==> src/hw/rtl/rirl_pkg.sv <==
// Shared types and codes for the ranked insert/remove list.
// No dependencies; the controller, datapath, top level and testbench import this package.
`timescale 1ns / 1ps
`default_nettype none

package rirl_pkg;

  // Default capacity of the list.
  localparam int DEPTH_DEF = 64;

  // Field widths of the input and result beats.
  localparam int CMD_W  = 2;
  localparam int RANK_W = 7;
  localparam int ELEM_W = 8;
  localparam int CNT_W  = 7;
  localparam int STAT_W = 2;

  // Command codes.
  localparam logic [CMD_W-1:0] CMD_READ    = 2'd0;
  localparam logic [CMD_W-1:0] CMD_INSERT  = 2'd1;
  localparam logic [CMD_W-1:0] CMD_REPLACE = 2'd2;
  localparam logic [CMD_W-1:0] CMD_REMOVE  = 2'd3;

  // Status codes.
  localparam logic [STAT_W-1:0] ST_OK    = 2'd0;
  localparam logic [STAT_W-1:0] ST_RANGE = 2'd1;
  localparam logic [STAT_W-1:0] ST_FULL  = 2'd2;

  // Input beat.
  typedef struct packed {
    logic [CMD_W-1:0]  cmd;
    logic [RANK_W-1:0] rank;
    logic [ELEM_W-1:0] elem;
  } in_t;

  // Result beat.
  typedef struct packed {
    logic [ELEM_W-1:0] data_out;
    logic [CNT_W-1:0]  count;
    logic [STAT_W-1:0] status;
  } out_t;

  // Controller states.
  typedef enum logic [2:0] {
    S_IDLE,
    S_EVAL,
    S_SHIFT,
    S_DRAIN,
    S_COMMIT,
    S_FINISH
  } state_t;

  // Commands from the controller to the datapath.
  typedef struct packed {
    logic latch_item;
    logic eval;
    logic start_shift;
    logic shift_step;
    logic commit;
    logic load_result;
  } dp_ctrl_t;

  // Status from the datapath to the controller.
  typedef struct packed {
    logic [CMD_W-1:0] cmd;
    logic             err;
    logic             no_shift;
    logic             shift_last;
    logic             slot_free;
  } dp_stat_t;

endpackage

`default_nettype wire

==> src/hw/rtl/rirl_ram.sv <==
// Generic single-write, single-read RAM with a registered read port.
// No dependencies.
`timescale 1ns / 1ps
`default_nettype none

module rirl_ram #(
  parameter int WIDTH = 8,
  parameter int DEPTH = 64
) (
  input  wire logic                     clk,
  input  wire logic                     we,
  input  wire logic [$clog2(DEPTH)-1:0] waddr,
  input  wire logic [WIDTH-1:0]         wdata,
  input  wire logic [$clog2(DEPTH)-1:0] raddr,
  output      logic [WIDTH-1:0]         rdata
);

  logic [WIDTH-1:0] mem [DEPTH];

  // Write port and registered read port.
  always_ff @(posedge clk) begin
    if (we) begin
      mem[waddr] <= wdata;
    end
    rdata <= mem[raddr];
  end

endmodule

`default_nettype wire

==> src/hw/rtl/rirl_ctrl.sv <==
// Controller state machine of the ranked insert/remove list.
// Depends on rirl_pkg for the state type and the command/status structs.
`timescale 1ns / 1ps
`default_nettype none

module rirl_ctrl (
  input  wire logic               clk,
  input  wire logic               rst,
  input  wire logic               in_valid,
  output      logic               in_ready,
  input  wire rirl_pkg::dp_stat_t stat,
  output      rirl_pkg::dp_ctrl_t ctrl
);

  import rirl_pkg::*;

  state_t state;
  state_t state_next;

  // State register.
  always_ff @(posedge clk) begin
    if (rst) begin
      state <= S_IDLE;
    end else begin
      state <= state_next;
    end
  end

  // Next state and datapath commands.
  always_comb begin
    state_next = state;
    ctrl       = '0;
    in_ready   = 1'b0;
    case (state)
      S_IDLE: begin
        in_ready        = 1'b1;
        ctrl.latch_item = in_valid;
        if (in_valid) begin
          state_next = S_EVAL;
        end
      end
      S_EVAL: begin
        ctrl.eval = 1'b1;
        // Errors, single-entry commands and tail operations need no shift.
        if (stat.err || stat.no_shift ||
            (stat.cmd inside {CMD_READ, CMD_REPLACE})) begin
          state_next = S_COMMIT;
        end else begin
          ctrl.start_shift = 1'b1;
          state_next       = S_SHIFT;
        end
      end
      S_SHIFT: begin
        ctrl.shift_step = 1'b1;
        if (stat.shift_last) begin
          state_next = S_DRAIN;
        end
      end
      S_DRAIN: begin
        // The last moved entry is written back in this cycle.
        state_next = S_COMMIT;
      end
      S_COMMIT: begin
        ctrl.commit = 1'b1;
        state_next  = S_FINISH;
      end
      S_FINISH: begin
        if (stat.slot_free) begin
          ctrl.load_result = 1'b1;
          state_next       = S_IDLE;
        end
      end
      default: begin
        state_next = S_IDLE;
      end
    endcase
  end

endmodule

`default_nettype wire

==> src/hw/rtl/rirl_dp.sv <==
// Datapath of the ranked insert/remove list: entry RAM, fill count,
// shift address walker and result register. Depends on rirl_pkg and rirl_ram.
`timescale 1ns / 1ps
`default_nettype none

module rirl_dp #(
  parameter int DEPTH = rirl_pkg::DEPTH_DEF
) (
  input  wire logic               clk,
  input  wire logic               rst,
  input  wire rirl_pkg::in_t      in_data,
  input  wire rirl_pkg::dp_ctrl_t ctrl,
  output      rirl_pkg::dp_stat_t stat,
  output      logic               out_valid,
  input  wire logic               out_ready,
  output      rirl_pkg::out_t     out_data
);

  import rirl_pkg::*;

  localparam int AW = $clog2(DEPTH);
  localparam int FW = $clog2(DEPTH + 1);
  localparam int CW = (FW > RANK_W) ? FW : RANK_W;

  in_t               item;
  logic [FW-1:0]     fill;
  logic [AW-1:0]     src;
  logic [AW-1:0]     wr_dst;
  logic              pend;
  logic [STAT_W-1:0] stat_q;
  logic [ELEM_W-1:0] data_q;

  logic [CW-1:0]     rank_ext;
  logic [CW-1:0]     fill_ext;
  logic [CW-1:0]     rank_p1;
  logic [CW-1:0]     fill_m1;
  logic [AW-1:0]     rank_a;
  logic [STAT_W-1:0] status_c;
  logic              is_insert;
  logic              ok_q;

  logic              ram_we;
  logic [AW-1:0]     ram_waddr;
  logic [ELEM_W-1:0] ram_wdata;
  logic [AW-1:0]     ram_raddr;
  logic [ELEM_W-1:0] ram_rdata;

  assign rank_ext  = CW'(item.rank);
  assign fill_ext  = CW'(fill);
  assign rank_p1   = CW'(rank_ext + CW'(1));
  assign fill_m1   = CW'(fill_ext - CW'(1));
  assign rank_a    = rank_ext[AW-1:0];
  assign is_insert = (item.cmd == CMD_INSERT);
  assign ok_q      = (stat_q == ST_OK);

  // Bounds and capacity check of the held command.
  always_comb begin
    status_c = ST_OK;
    if (is_insert) begin
      if (rank_ext > fill_ext) begin
        status_c = ST_RANGE;
      end else if (fill_ext == CW'(DEPTH)) begin
        status_c = ST_FULL;
      end
    end else if (rank_ext >= fill_ext) begin
      status_c = ST_RANGE;
    end
  end

  // Status to the controller.
  always_comb begin
    stat.cmd        = item.cmd;
    stat.err        = (status_c != ST_OK);
    stat.no_shift   = is_insert ? (rank_ext == fill_ext) : (rank_p1 == fill_ext);
    stat.shift_last = is_insert ? (src == rank_a) : (src == fill_m1[AW-1:0]);
    stat.slot_free  = !out_valid || out_ready;
  end

  // RAM port selection: moved entries first, then the final write.
  always_comb begin
    ram_raddr = ctrl.shift_step ? src : rank_a;
    ram_we    = 1'b0;
    ram_waddr = rank_a;
    ram_wdata = item.elem;
    if (pend) begin
      ram_we    = 1'b1;
      ram_waddr = wr_dst;
      ram_wdata = ram_rdata;
    end else if (ctrl.commit && ok_q &&
                 (item.cmd inside {CMD_INSERT, CMD_REPLACE})) begin
      ram_we = 1'b1;
    end
  end

  rirl_ram #(
    .WIDTH (ELEM_W),
    .DEPTH (DEPTH)
  ) u_ram (
    .clk   (clk),
    .we    (ram_we),
    .waddr (ram_waddr),
    .wdata (ram_wdata),
    .raddr (ram_raddr),
    .rdata (ram_rdata)
  );

  // Held command, status and shift walker.
  always_ff @(posedge clk) begin
    if (ctrl.latch_item) begin
      item <= in_data;
    end
    if (ctrl.eval) begin
      stat_q <= status_c;
    end
    if (ctrl.start_shift) begin
      src <= is_insert ? fill_m1[AW-1:0] : rank_p1[AW-1:0];
    end else if (ctrl.shift_step) begin
      src    <= is_insert ? AW'(src - AW'(1)) : AW'(src + AW'(1));
      wr_dst <= is_insert ? AW'(src + AW'(1)) : AW'(src - AW'(1));
    end
    if (ctrl.commit) begin
      data_q <= (ok_q && item.cmd == CMD_READ) ? ram_rdata : '0;
    end
    if (ctrl.load_result) begin
      out_data.data_out <= data_q;
      out_data.count    <= fill_ext[CNT_W-1:0];
      out_data.status   <= stat_q;
    end
  end

  // Control registers: pending write-back, fill count, result valid.
  always_ff @(posedge clk) begin
    if (rst) begin
      pend      <= 1'b0;
      fill      <= '0;
      out_valid <= 1'b0;
    end else begin
      pend <= ctrl.shift_step;
      if (ctrl.commit && ok_q) begin
        if (item.cmd == CMD_INSERT) begin
          fill <= FW'(fill + FW'(1));
        end else if (item.cmd == CMD_REMOVE) begin
          fill <= FW'(fill - FW'(1));
        end
      end
      if (ctrl.load_result) begin
        out_valid <= 1'b1;
      end else if (out_ready) begin
        out_valid <= 1'b0;
      end
    end
  end

endmodule

`default_nettype wire

==> src/hw/rtl/ranked_insert_remove_list.sv <==
// Top level of the ranked insert/remove list: controller plus datapath.
// Depends on rirl_pkg, rirl_ctrl and rirl_dp (which holds rirl_ram).
//
//   Port group   Direction  Beat type  Handshake
//   in_*         input      in_t       in_valid / in_ready
//   out_*        output     out_t      out_valid / out_ready
//
// A read, replace, append, tail remove or rejected command passes the idle,
// eval, commit and finish states. An insert or remove that moves m entries
// adds the shift and drain states, one entry per cycle through the single
// write port of the entry RAM. Reset clears the fill count and the handshake
// state; entry contents stay undefined until written. A stalled result waits
// in the output register, and the next command is accepted while it waits.
`timescale 1ns / 1ps
`default_nettype none

module ranked_insert_remove_list #(
  parameter int DEPTH = rirl_pkg::DEPTH_DEF
) (
  input  wire logic           clk,
  input  wire logic           rst,
  input  wire logic           in_valid,
  output      logic           in_ready,
  input  wire rirl_pkg::in_t  in_data,
  output      logic           out_valid,
  input  wire logic           out_ready,
  output      rirl_pkg::out_t out_data
);

  import rirl_pkg::*;

  dp_ctrl_t ctrl;
  dp_stat_t stat;

  rirl_ctrl u_ctrl (
    .clk      (clk),
    .rst      (rst),
    .in_valid (in_valid),
    .in_ready (in_ready),
    .stat     (stat),
    .ctrl     (ctrl)
  );

  rirl_dp #(
    .DEPTH (DEPTH)
  ) u_dp (
    .clk       (clk),
    .rst       (rst),
    .in_data   (in_data),
    .ctrl      (ctrl),
    .stat      (stat),
    .out_valid (out_valid),
    .out_ready (out_ready),
    .out_data  (out_data)
  );

  // One command is in flight at a time.
  a_one_in_flight: assert property (@(posedge clk) disable iff (rst)
    (in_valid && in_ready) |=> !in_ready)
    else $error("command accepted while another is in flight");

  // Only a successful read returns data.
  a_data_only_ok: assert property (@(posedge clk) disable iff (rst)
    (out_valid && out_data.data_out != '0) |-> (out_data.status == ST_OK))
    else $error("nonzero data on a failed command");

  // A full status reports a full list.
  a_full_count: assert property (@(posedge clk) disable iff (rst)
    (out_valid && out_data.status == ST_FULL) |-> (out_data.count == CNT_W'(DEPTH)))
    else $error("full status with list not full");

endmodule

`default_nettype wire

==> config.mk <==
export PLATFORM = sky130hd
export DESIGN_NAME = ranked_insert_remove_list
export DESIGN_NICKNAME = d
export VERILOG_FILES = /design/src/hw/rtl/rirl_pkg.sv /design/src/hw/rtl/rirl_ram.sv /design/src/hw/rtl/rirl_ctrl.sv /design/src/hw/rtl/rirl_dp.sv /design/src/hw/rtl/ranked_insert_remove_list.sv
export SDC_FILE = /design/constraint.sdc
export NUM_CORES = 1
export LEC_CHECK = 0
export BUFFER_PORTS_ARGS = -buffer_cell sky130_fd_sc_hd__clkbuf_2
export CAP_MARGIN = 0
export CORE_ASPECT_RATIO = 0.5
export CORE_MARGIN = 2
export CORE_UTILIZATION = 55
export CTS_BUF_LIST = sky130_fd_sc_hd__clkbuf_8
export DETAILED_ROUTE_END_ITERATION = 8
export GPL_ROUTABILITY_DRIVEN = 0
export PLACE_DENSITY = 0.83
export SLEW_MARGIN = 30
export SYNTH_ARGS = -nofsm -noshare
export SYNTH_HDL_FRONTEND = slang
export SYNTH_SLANG_ARGS = --single-unit
==> constraint.sdc <==
create_clock -name clk -period 5.34 [get_ports clk]
set_input_delay 0.801 -clock clk [delete_from_list [all_inputs] [get_ports clk]]
set_output_delay 0.801 -clock clk [all_outputs]
set_load 0.02 [all_outputs]
== After elaboration in Yosys (flattened, before gate mapping) ==
Memory sizes are Yosys's and may differ from the RTL's. A register that Yosys moved wholly into a read port is not among the register bits.
Index checks and enable logic that the tools add are counted.
W data, S select, Z words.
Storage, ports and cells
  memories kept: 1
  input port bits: 21
  memory bits (writable): 512
  output and inout bits: 19
  bits in registers: 68
Memories
  u_dp.u_ram.mem: words 64, bits a word 8, rd ports 1, clocked after Yosys merged registers in 1, wr ports 1, line rirl_ram.sv:18  | logic [WIDTH-1:0] mem [DEPTH];
Cells by class
  mux-type cells: 35
  magnitude comparators: 2
  $add $sub $neg: 5
  equal/unequal tests: 16
  reduce and logical (&&, ||, !) cells: 19
  bitwise operators: 1
Operators by type and width (number)
  $mux W6: 7
  $pmux W3 S6: 1
  $mux W1: 16
  $add A7 B1 Y7 const B: 2
  $eq A7 B7 Y1: 2
  $mux W7: 2
  $eq A6 B6 Y1: 2
  $mux W3: 4
  $reduce_bool A2 Y1: 6
  $mux W2: 4
  $mux W8: 1
  $eq A7 B7 Y1 const B: 1
  $ge A7 B7 Y1: 1
  $gt A7 B7 Y1: 1
  $sub A7 B1 Y7 const B: 1
  $add A6 B1 Y6 const B: 1
  $eq A3 B2 Y1 const B: 2
  $eq A3 B3 Y1 const B: 2
  $ne A2 B2 Y1 const B: 3
  $sub A6 B1 Y6 const B: 1
  $eq A2 B2 Y1 const B: 2
  $logic_not A2 Y1: 2
  $reduce_and A2 Y1: 2
  $eq A3 B1 Y1 const B: 1
  other kinds (7): 11

== Logic depth before layout (Yosys ltp) ==
Gate-level depths: netlist of the first run.
  word-level depth: 11
  gate-level depth with buffers: 12
  mapped depth without buffers: 8

== Hierarchy ==
From an unflattened synthesis of the first run, not the netlist that was laid out.
Unflattened totals
  cell total of the unflattened synthesis: 1273
  area total of the unflattened synthesis: 23915.4 sq um
By module, submodules not included
  rirl_ram: cells an instance 940, times used 1, area an instance 20166.8 sq um, sequential area each 15534.9 sq um
  rirl_dp: cells an instance 307, times used 1, area an instance 3547.2 sq um, sequential area each 1861.8 sq um
  rirl_ctrl: cells an instance 26, times used 1, area an instance 201.4 sq um, sequential area each 60.1 sq um

== Worst setup path before layout of the first run ==
No wires, ideal clock.
  path type: register to register
  from: register u_dp.item, in the netlist u_dp.rank_ext[0]
  to: register u_dp.src[5] (data pin)
  data arrival time: 2977 ps
  required time: 5068 ps
  setup slack: 2091 ps
  stages on the path, launching flop included: 12
  path through: edfxtp_1 > clkbuf_1 > buf_1 > clkbuf_1 > inv_1 > ha_1 > nor3_1 > nand3_1 > nor4_1 > or4_1 > buf_2 > mux4_2
On the way
  word-level cells in the longest chain between the ends: 9
  elaborated cells on any way between the ends: 16
Ends and longest elaborated chain
  start: declaration: line rirl_dp.sv:25  | in_t item;
  start signal: assignment: line rirl_dp.sv:110  | item <= in_data;
  parallel branches: the longest is 8 deep, another holds $add A7 B1 Y7
  $mux W6 *: line rirl_dp.sv:115  | if (ctrl.start_shift) begin
  end signal: assignment: line rirl_dp.sv:116  | src <= is_insert ? fill_m1[AW-1:0] : rank_p1[AW-1:0];
  end signal: assignment: line rirl_dp.sv:118  | src <= is_insert ? AW'(src - AW'(1)) : AW'(src + AW'(1));
  end: declaration: line rirl_dp.sv:27  | logic [AW-1:0] src;
Every way passes the cells marked *.
A chain may end at the register's enable or synchronous reset.

== Final worst setup path of the first run ==
  from: register u_ctrl.state[0]
  to: register u_dp.u_ram.rdata[7] (read register of u_dp.u_ram.mem)
On the way
  word-level cells in the longest chain between the ends: 3
Ends and longest elaborated chain
  start: declaration: line rirl_ctrl.sv:17  | state_t state;
  start signal: assignment: line rirl_ctrl.sv:25  | state <= state_next;
  $eq A3 B2 Y1: line rirl_ctrl.sv:34  | case (state)
  $mux W1: line rirl_ctrl.sv:34
  $mux W6: line rirl_dp.sv:81  | ram_raddr = ctrl.shift_step ? src : rank_a;
  end: declaration: line rirl_ram.sv:15  | output logic [WIDTH-1:0] rdata
Every way passes these cells.

==> impl_metrics.tcl, run 1 <==
set metrics [dict create \
    numCtsBuffers 82 \
    ioPinCount 40 \
    clkTransAtPathRegs_ns 0.07 \
    cts.repair.resized 0 \
    pwr-share-clk 0.289 \
    synthCells 1879 \
    synth_top_area_frac 0.665 \
    rsz0062_at_grt "false" \
    power_density_nw_per_um2 414 \
    first_pass_iters 8 \
    max_freq_mhz 233 \
    vdd_drop_max_v 0.000203 \
    slew_headroom 0.280 \
    tightestPinTransition_ns 1.05 \
    run_status "complete, no violations" \
    seq_area_frac_synth 0.680 \
    hold_path.class "input pin to flip-flop" \
    drt_iter0_markers 2932 \
    p_comb_frac 0.222 \
    initial_core_util 0.563 \
    worstPathArrival_ns 4.86 \
    grt_max_degree 84 \
    syn-cell-area_um2 25700 \
    seq_power_share 0.489 \
    cts_sinks 588 \
    routed_wl_um 67800 \
    endpoint_kind "flip-flop" \
    placementRows 55 \
    core_um2 45600 \
    synth.area.top_cells "edfxtp_1 66%, a211oi_1 6.2%, a221oi_1 3.6%" \
    critical_path.startpoint_type "flip-flop" \
    synthArstFlopShare 0 \
    track_usage 0.281 \
    fill_cells 3231 \
    synth_edf_count 568 \
    antenna_found_initial 3 \
    power_leakage_nw 9.26 \
    min_period_ns 4.29 \
    nNetsFinal 1926 \
    area_growth_pct 8.51 \
    fp.dieH_um 157 \
    post_cts_buffers 0 \
    syn_area_per_cell_um2 13.7 \
    cp_data_required_time_ns 5.90 \
    cp-startpoint "u_ctrl.state[0]" \
    post-route-util 0.610 \
    maxSlewViolCount 0 \
    crit_fanout 59 \
    synth_top_area_cell "edfxtp_1" \
    setup_violations 0 \
    avgViaCountPerCell 6.74 \
    yosys-top-cells-count "568 x edfxtp_1, 211 x a211oi_1, 121 x inv_1, 107 x nor2b_1, 106 x a221oi_1" \
    fin_skew_ns 0.0309 \
    root_buffer "clkbuf_8" \
    drive_gt1_frac 0.112 \
    crit_type "flip-flop to flip-flop" \
    fin_ws_ns 1.05 \
    die_w_um 310 \
    grt_pass1_wl_um 101000 \
    clk_latency_ns 0.67 \
    ant_nets 0 \
    total_power_mw 11.5 \
    power.net_switching_mw 3.73 \
    switching_share 0.324 \
    ctsHoldBuffers 0 \
    synth_fp_nets 1917 \
    tritoncts "yes" \
    io_buffers 39 \
    dieArea_um2 48500 \
    hold_violations 0 \
    timing.final.crit_share 0.804 \
    via_count 17400 \
    drcViolationCount 0 \
    drv_cap 0 \
    r2r_start "u_ctrl.state[0]" \
    synth-main-ff-cell "edfxtp_1" \
    clockBufferDepth 3 \
    place_hpwl_um 42000 \
    post_drt_wl_per_cell_um 26.3 \
    grt_pass1_vias 16200 \
    yosysWarningCount 0 \
    synth_cell_type_count 65 \
    grt_overflow 0 \
    synth.most_common_cell "edfxtp_1" \
    worstHoldStart "in_data[16]" \
    setup-tns-final_ns 0 \
    htreeDepth 3 \
    pre_cts_ws_ns 1.22 \
    fin_hold_ws_ns 0.315 \
    p_int_mw 7.80 \
    ys_seq_elements 588 \
]
worst paths after layout:
check                                           end  cells after the start  slack (ns)
worst max-delay path            u_dp.u_ram.rdata[7]                      7        1.05
worst min-delay path                   u_dp.stat[5]                      1        0.31
worst max register to register  u_dp.u_ram.rdata[7]                      7        1.05
worst min register to register    u_dp.out_data[10]                      0        0.42
cell type report:
cell class / instances / area (µm²) / area share
timing repair buffer: 73 / 488 / 0.0175
multi-input combinational: 1021 / 7150 / 0.257
antenna: 1 / 2.50 / 0.0000899
clock buffer: 85 / 1170 / 0.0420
clock inverter: 60 / 339 / 0.0122
sequential: 588 / 17500 / 0.627
inverter: 122 / 458 / 0.0164
tap: 627 / 785 / 0.0282
metrics by stage:
stage                     instances  area (µm²)
after CTS                      2576       27800
after global placement         2431       26300
final                          2577       27900
after global routing           2576       27800
after floorplan                1879       25700
after detailed placement       2431       26300
cell families (layout without fill, tap and decap cells):
logic type,Yosys count,in the layout,synth area share
flops,588,588,0.680
compound gates,518,518,0.149
simple gates,386,386,0.0794
buf+inv,270,340,0.0435
mux,70,70,0.0289
xor+xnor,30,30,0.0108
fa+ha+maj,17,17,0.00829
other cells,0,1,0
power by group through the flow:
| stage | Clock, mW | Sequential (mW) | Combinational (mW) |
|---|---|---|---|
| global placement | 0 | 5.72 | 2.41 |
| CTS | 3.33 | 5.63 | 2.46 |
| finish | 3.33 | 5.64 | 2.56 |
| global route | 3.52 | 5.65 | 2.67 |
| floorplan | 0 | 5.63 | 1.61 |
| detailed placement | 0 | 5.73 | 2.45 |
registers in the layout, indices dropped and copies added (netlist names), 7 cells and up:
| signal | flops |
|---|---|
| u_dp.data_q | 8 |
| u_dp.fill | 7 |
| u_dp.item | 8 |
| u_dp.out_data | 17 |
| u_dp.rank_ext | 7 |
| u_dp.u_ram.mem | 512 |
| u_dp.u_ram.rdata | 8 |
critical path, cell delays in order, from the launching register on:
cell and delay [ns]:
dfxtp_1 0.62, or3b_4 0.84, a21o_4 0.66, buf_4 0.54
a211oi_1 0.16, o41ai_1 0.69, o31ai_1 0.24, nor4_1 0.36
layout by cell type, fill, tap and decap left out, drive strengths merged, types with 17 or more instances in the layout:
cell type / n
nor4: 28
nand2: 71
nor2: 86
a211oi: 216
a21oi: 50
nor2b: 107
buf: 34
ha: 17
edfxtp: 568
inv: 147
xnor2: 19
clkbuf: 124
o21ai: 65
mux2i: 49
dfxtp: 20
a221oi: 106
mux2: 20
clkinv: 31
metal layers:
| layer | vias to the layer above | track usage | wire length (µm) | part of all wire |
|---|---|---|---|---|
| met5 | - | 0 | 13 | 0.00019 |
| met4 | 2 | 0.108 | 2930 | 0.043 |
| met3 | 247 | 0.108 | 11400 | 0.17 |
| met2 | 1470 | 0.396 | 28500 | 0.42 |
| met1 | 8311 | 0.393 | 25000 | 0.37 |
| li1 | 7338 | - | - | - |
Power figures use the tool's default switching activity.
==> inputs of run 2 (changes only) <==
Settings changed: ABC_AREA set to 1.
Clock period 5.34 ns to 4.09 ns, I/O delays scaled along.
==> run 2 against run 1 <==
Final area rose by 2.1%. Final cell count rose by 27%. Critical path depth unchanged. Sequential cell count stayed put. Clock skew down 0.011 ns. First-iteration DRC count fell by 20%. Sequential share of layout area shrank 1.3 points. Core utilization shrank 0.20 points. Area after synthesis is 1.1% higher. Global-route usage down 2.3 points. Synthesized cell count rose by 35%. Fmax rose by 31%.
==> impl_metrics.tcl, run 2 <==
set metrics [dict create \
    fill_cells 3504 \
    slew_headroom 0.309 \
    multi_input_area_um2 6680 \
    timing.final.crit_share 0.804 \
    clockBufferDepth 3 \
    synth_fa_ha_area_frac 0.00820 \
    cp_data_required_time_ns 4.37 \
    drt_iter0_markers 2343 \
    tritoncts "yes" \
    fin_skew_ns 0.0200 \
    power.net_switching_mw 3.71 \
    placementRows 56 \
    r2r_end "u_dp.u_ram.mem[36][5]" \
    run_status "complete, no violations" \
    p_comb_frac 0.149 \
    synth_top_area_frac 0.657 \
    synth_fp_nets 2576 \
    min_period_ns 3.29 \
    layout_commonest_cell "nand2_1" \
    area_growth_pct 9.59 \
    grt_overflow 0 \
    largest_register_ffs 512 \
    grt_max_degree 130 \
    avgViaCountPerCell 5.63 \
    ff_latch_area_um2 17500 \
    io_buffers 39 \
    whs_endpoint "u_dp.rank_ext[1]" \
    largestRegisters "u_dp.u_ram.mem x512, u_dp.out_data x17" \
    core_um2 46700 \
    synth_top_area_cell "edfxtp_1" \
    root_buffer "clkbuf_8" \
    pwr-share-clk 0.325 \
    endpoint_kind "flip-flop" \
    switching_share 0.282 \
    drcViolationCount 0 \
    rsz0062_at_grt "false" \
    synthCells 2538 \
    setup_violations 0 \
    r2r_slack_ns 0.80 \
    grt_pass1_wl_um 96500 \
    post-route-util 0.608 \
    synth.most_common_cell "nand2_1" \
    crit_fanout 9 \
    synth_edf_count 568 \
    drv_cap 0 \
    fp.dieH_um 158 \
    syn_area_per_cell_um2 10.2 \
    antenna_found_initial 1 \
    crit_type "flip-flop to flip-flop" \
    post_cts_buffers 0 \
    clk_latency_ns 0.66 \
    power_leakage_nw 11.7 \
    ys_seq_elements 588 \
    drive_gt1_frac 0.0791 \
    worstPathArrival_ns 3.56 \
    clkTransAtPathRegs_ns 0.07 \
    yosysWarningCount 0 \
    numCtsBuffers 82 \
    hold_violations 0 \
    synth.area.top_cells "edfxtp_1 66%, nand2_1 11%, nand3_1 7.9%" \
    initial_core_util 0.555 \
    critical_path.startpoint_type "flip-flop" \
    grt_pass1_vias 17700 \
    synth_xor_area_frac 0.00506 \
    worstHoldStart "in_data[9]" \
    synth_cell_type_count 36 \
    cts_sinks 588 \
    synthArstFlopShare 0 \
    place_hpwl_um 38100 \
    first_pass_iters 6 \
    ioPinCount 40 \
    p_int_mw 9.43 \
    max_freq_mhz 304 \
    nNetsFinal 2619 \
    maxSlewViolCount 0 \
    vdd_drop_max_v 0.000311 \
    synth_mux_area_frac 0 \
    dieArea_um2 49000 \
    synth-compound-area-share 0.0262 \
    hold_path.class "input pin to flip-flop" \
    seq_area_frac_synth 0.673 \
    synthSimpleGateAreaFrac 0.213 \
    cts.repair.resized 0 \
    htreeDepth 3 \
    seq_power_share 0.526 \
    synth-main-ff-cell "edfxtp_1" \
    r2r_start "u_ctrl.state[1]" \
    layout_common_cells "759 x nand2_1, 568 x edfxtp_1, 412 x nand3_1" \
    via_count 18500 \
    tightestPinTransition_ns 1.03 \
    yosys-top-cells-count "759 x nand2_1, 568 x edfxtp_1, 412 x nand3_1, 368 x inv_1, 108 x nor2_1" \
    reg2reg_depth 7 \
    syn-cell-area_um2 25900 \
    top_register "u_dp.u_ram.mem" \
    min_path_cells 1 \
    power_density_nw_per_um2 462 \
    setup-tns-final_ns 0 \
    die_w_um 311 \
    synth_top_family_by_area "simple AND/OR/NAND/NOR gates" \
    routed_wl_um 63600 \
    ctsHoldBuffers 0 \
    post_drt_wl_per_cell_um 19.4 \
    track_usage 0.258 \
    ant_nets 0 \
]
run 2: cell count changes after synthesis, sizes merged, moves of 33 or more:
cell / delta
a21oi: -33
a221oi: -105
clkbuf: -61
nor2b: -107
a211oi: -214
mux2i: -49
nand2: +690
inv: +248
nand3: +396
run 2: cell families (layout without fill, tap and decap cells):
logic type      count (synthesis)  after routing
other cells                     0              1
buf+inv                       486            590
simple gates                 1311           1311
fa+ha+maj                      17             17
compound gates                121            121
xor+xnor                       15             15
flops                         588            588
run 2: how the worst max path moves through the flow:
stage | startpoint | to | slack [ns]
2_1_floorplan | u_dp.pend | u_dp.u_ram.mem[0][6] | -0.001
3_3_place_gp | u_ctrl.state[1] | u_dp.u_ram.mem[37][4] | 1.06
3_5_place_dp | u_ctrl.state[1] | u_dp.u_ram.mem[48][3] | 0.89
4_1_cts | u_ctrl.state[1] | u_dp.u_ram.mem[48][5] | 0.88
5_1_grt | u_ctrl.state[1] | u_dp.u_ram.mem[15][5] | 0.61
6_report | u_ctrl.state[1] | u_dp.u_ram.mem[36][5] | 0.80
run 2: per-layer routing:
layer  track usage  wire (µm)  vias to the layer above
met5             0          0                        -
met4         0.123       2570                        0
met3        0.0614       7470                      216
met2         0.419      29400                     1224
met1         0.333      24100                     8567
li1              -          -                     8467
run 2: layout make-up:
| type | instances | share of cell area |
|---|---|---|
| clock inverter | 54 | 0.00871 |
| timing repair buffer | 75 | 0.0213 |
| inverter | 370 | 0.0489 |
| multi-input combinational | 1464 | 0.235 |
| antenna | 1 | 0.0000880 |
| tap | 638 | 0.0281 |
| sequential | 588 | 0.614 |
| clock buffer | 91 | 0.0440 |
run 2: power by group through the flow:
stage / clock network (mW) / registers (mW) / logic, mW
6_report: 4.27 / 6.91 / 1.96
5_1_grt: 4.54 / 6.91 / 2.11
2_1_floorplan: 0 / 7.03 / 1.22
4_1_cts: 4.30 / 6.90 / 1.90
3_3_place_gp: 0 / 7.03 / 1.83
3_5_place_dp: 0 / 7.03 / 1.89
run 2: worst max-delay path, cell delays in order, from the launching register on:
cell     delay [ns]
dfxtp_1        0.41
nor2_1         0.16
nand2_1        0.11
nor3_1         0.23
nand2_1        0.15
nand2_1        0.24
nand3_1        0.70
nor2_1         0.90
run 2: per-stage QoR:
stage          total power [mW]  hold WS (ns)  std cells  instance area, µm²  setup slack, ns
6_report                   13.1         0.131       3281               28400            0.802
3_5_place_dp               8.92         0.406       3135               26900            0.889
5_1_grt                    13.6         0.105       3281               28400            0.606
4_1_cts                    13.1        0.0837       3280               28400            0.876
2_1_floorplan              8.25         0.400       2538               25900         -0.00126
3_3_place_gp               8.86         0.407       3133               26900             1.06
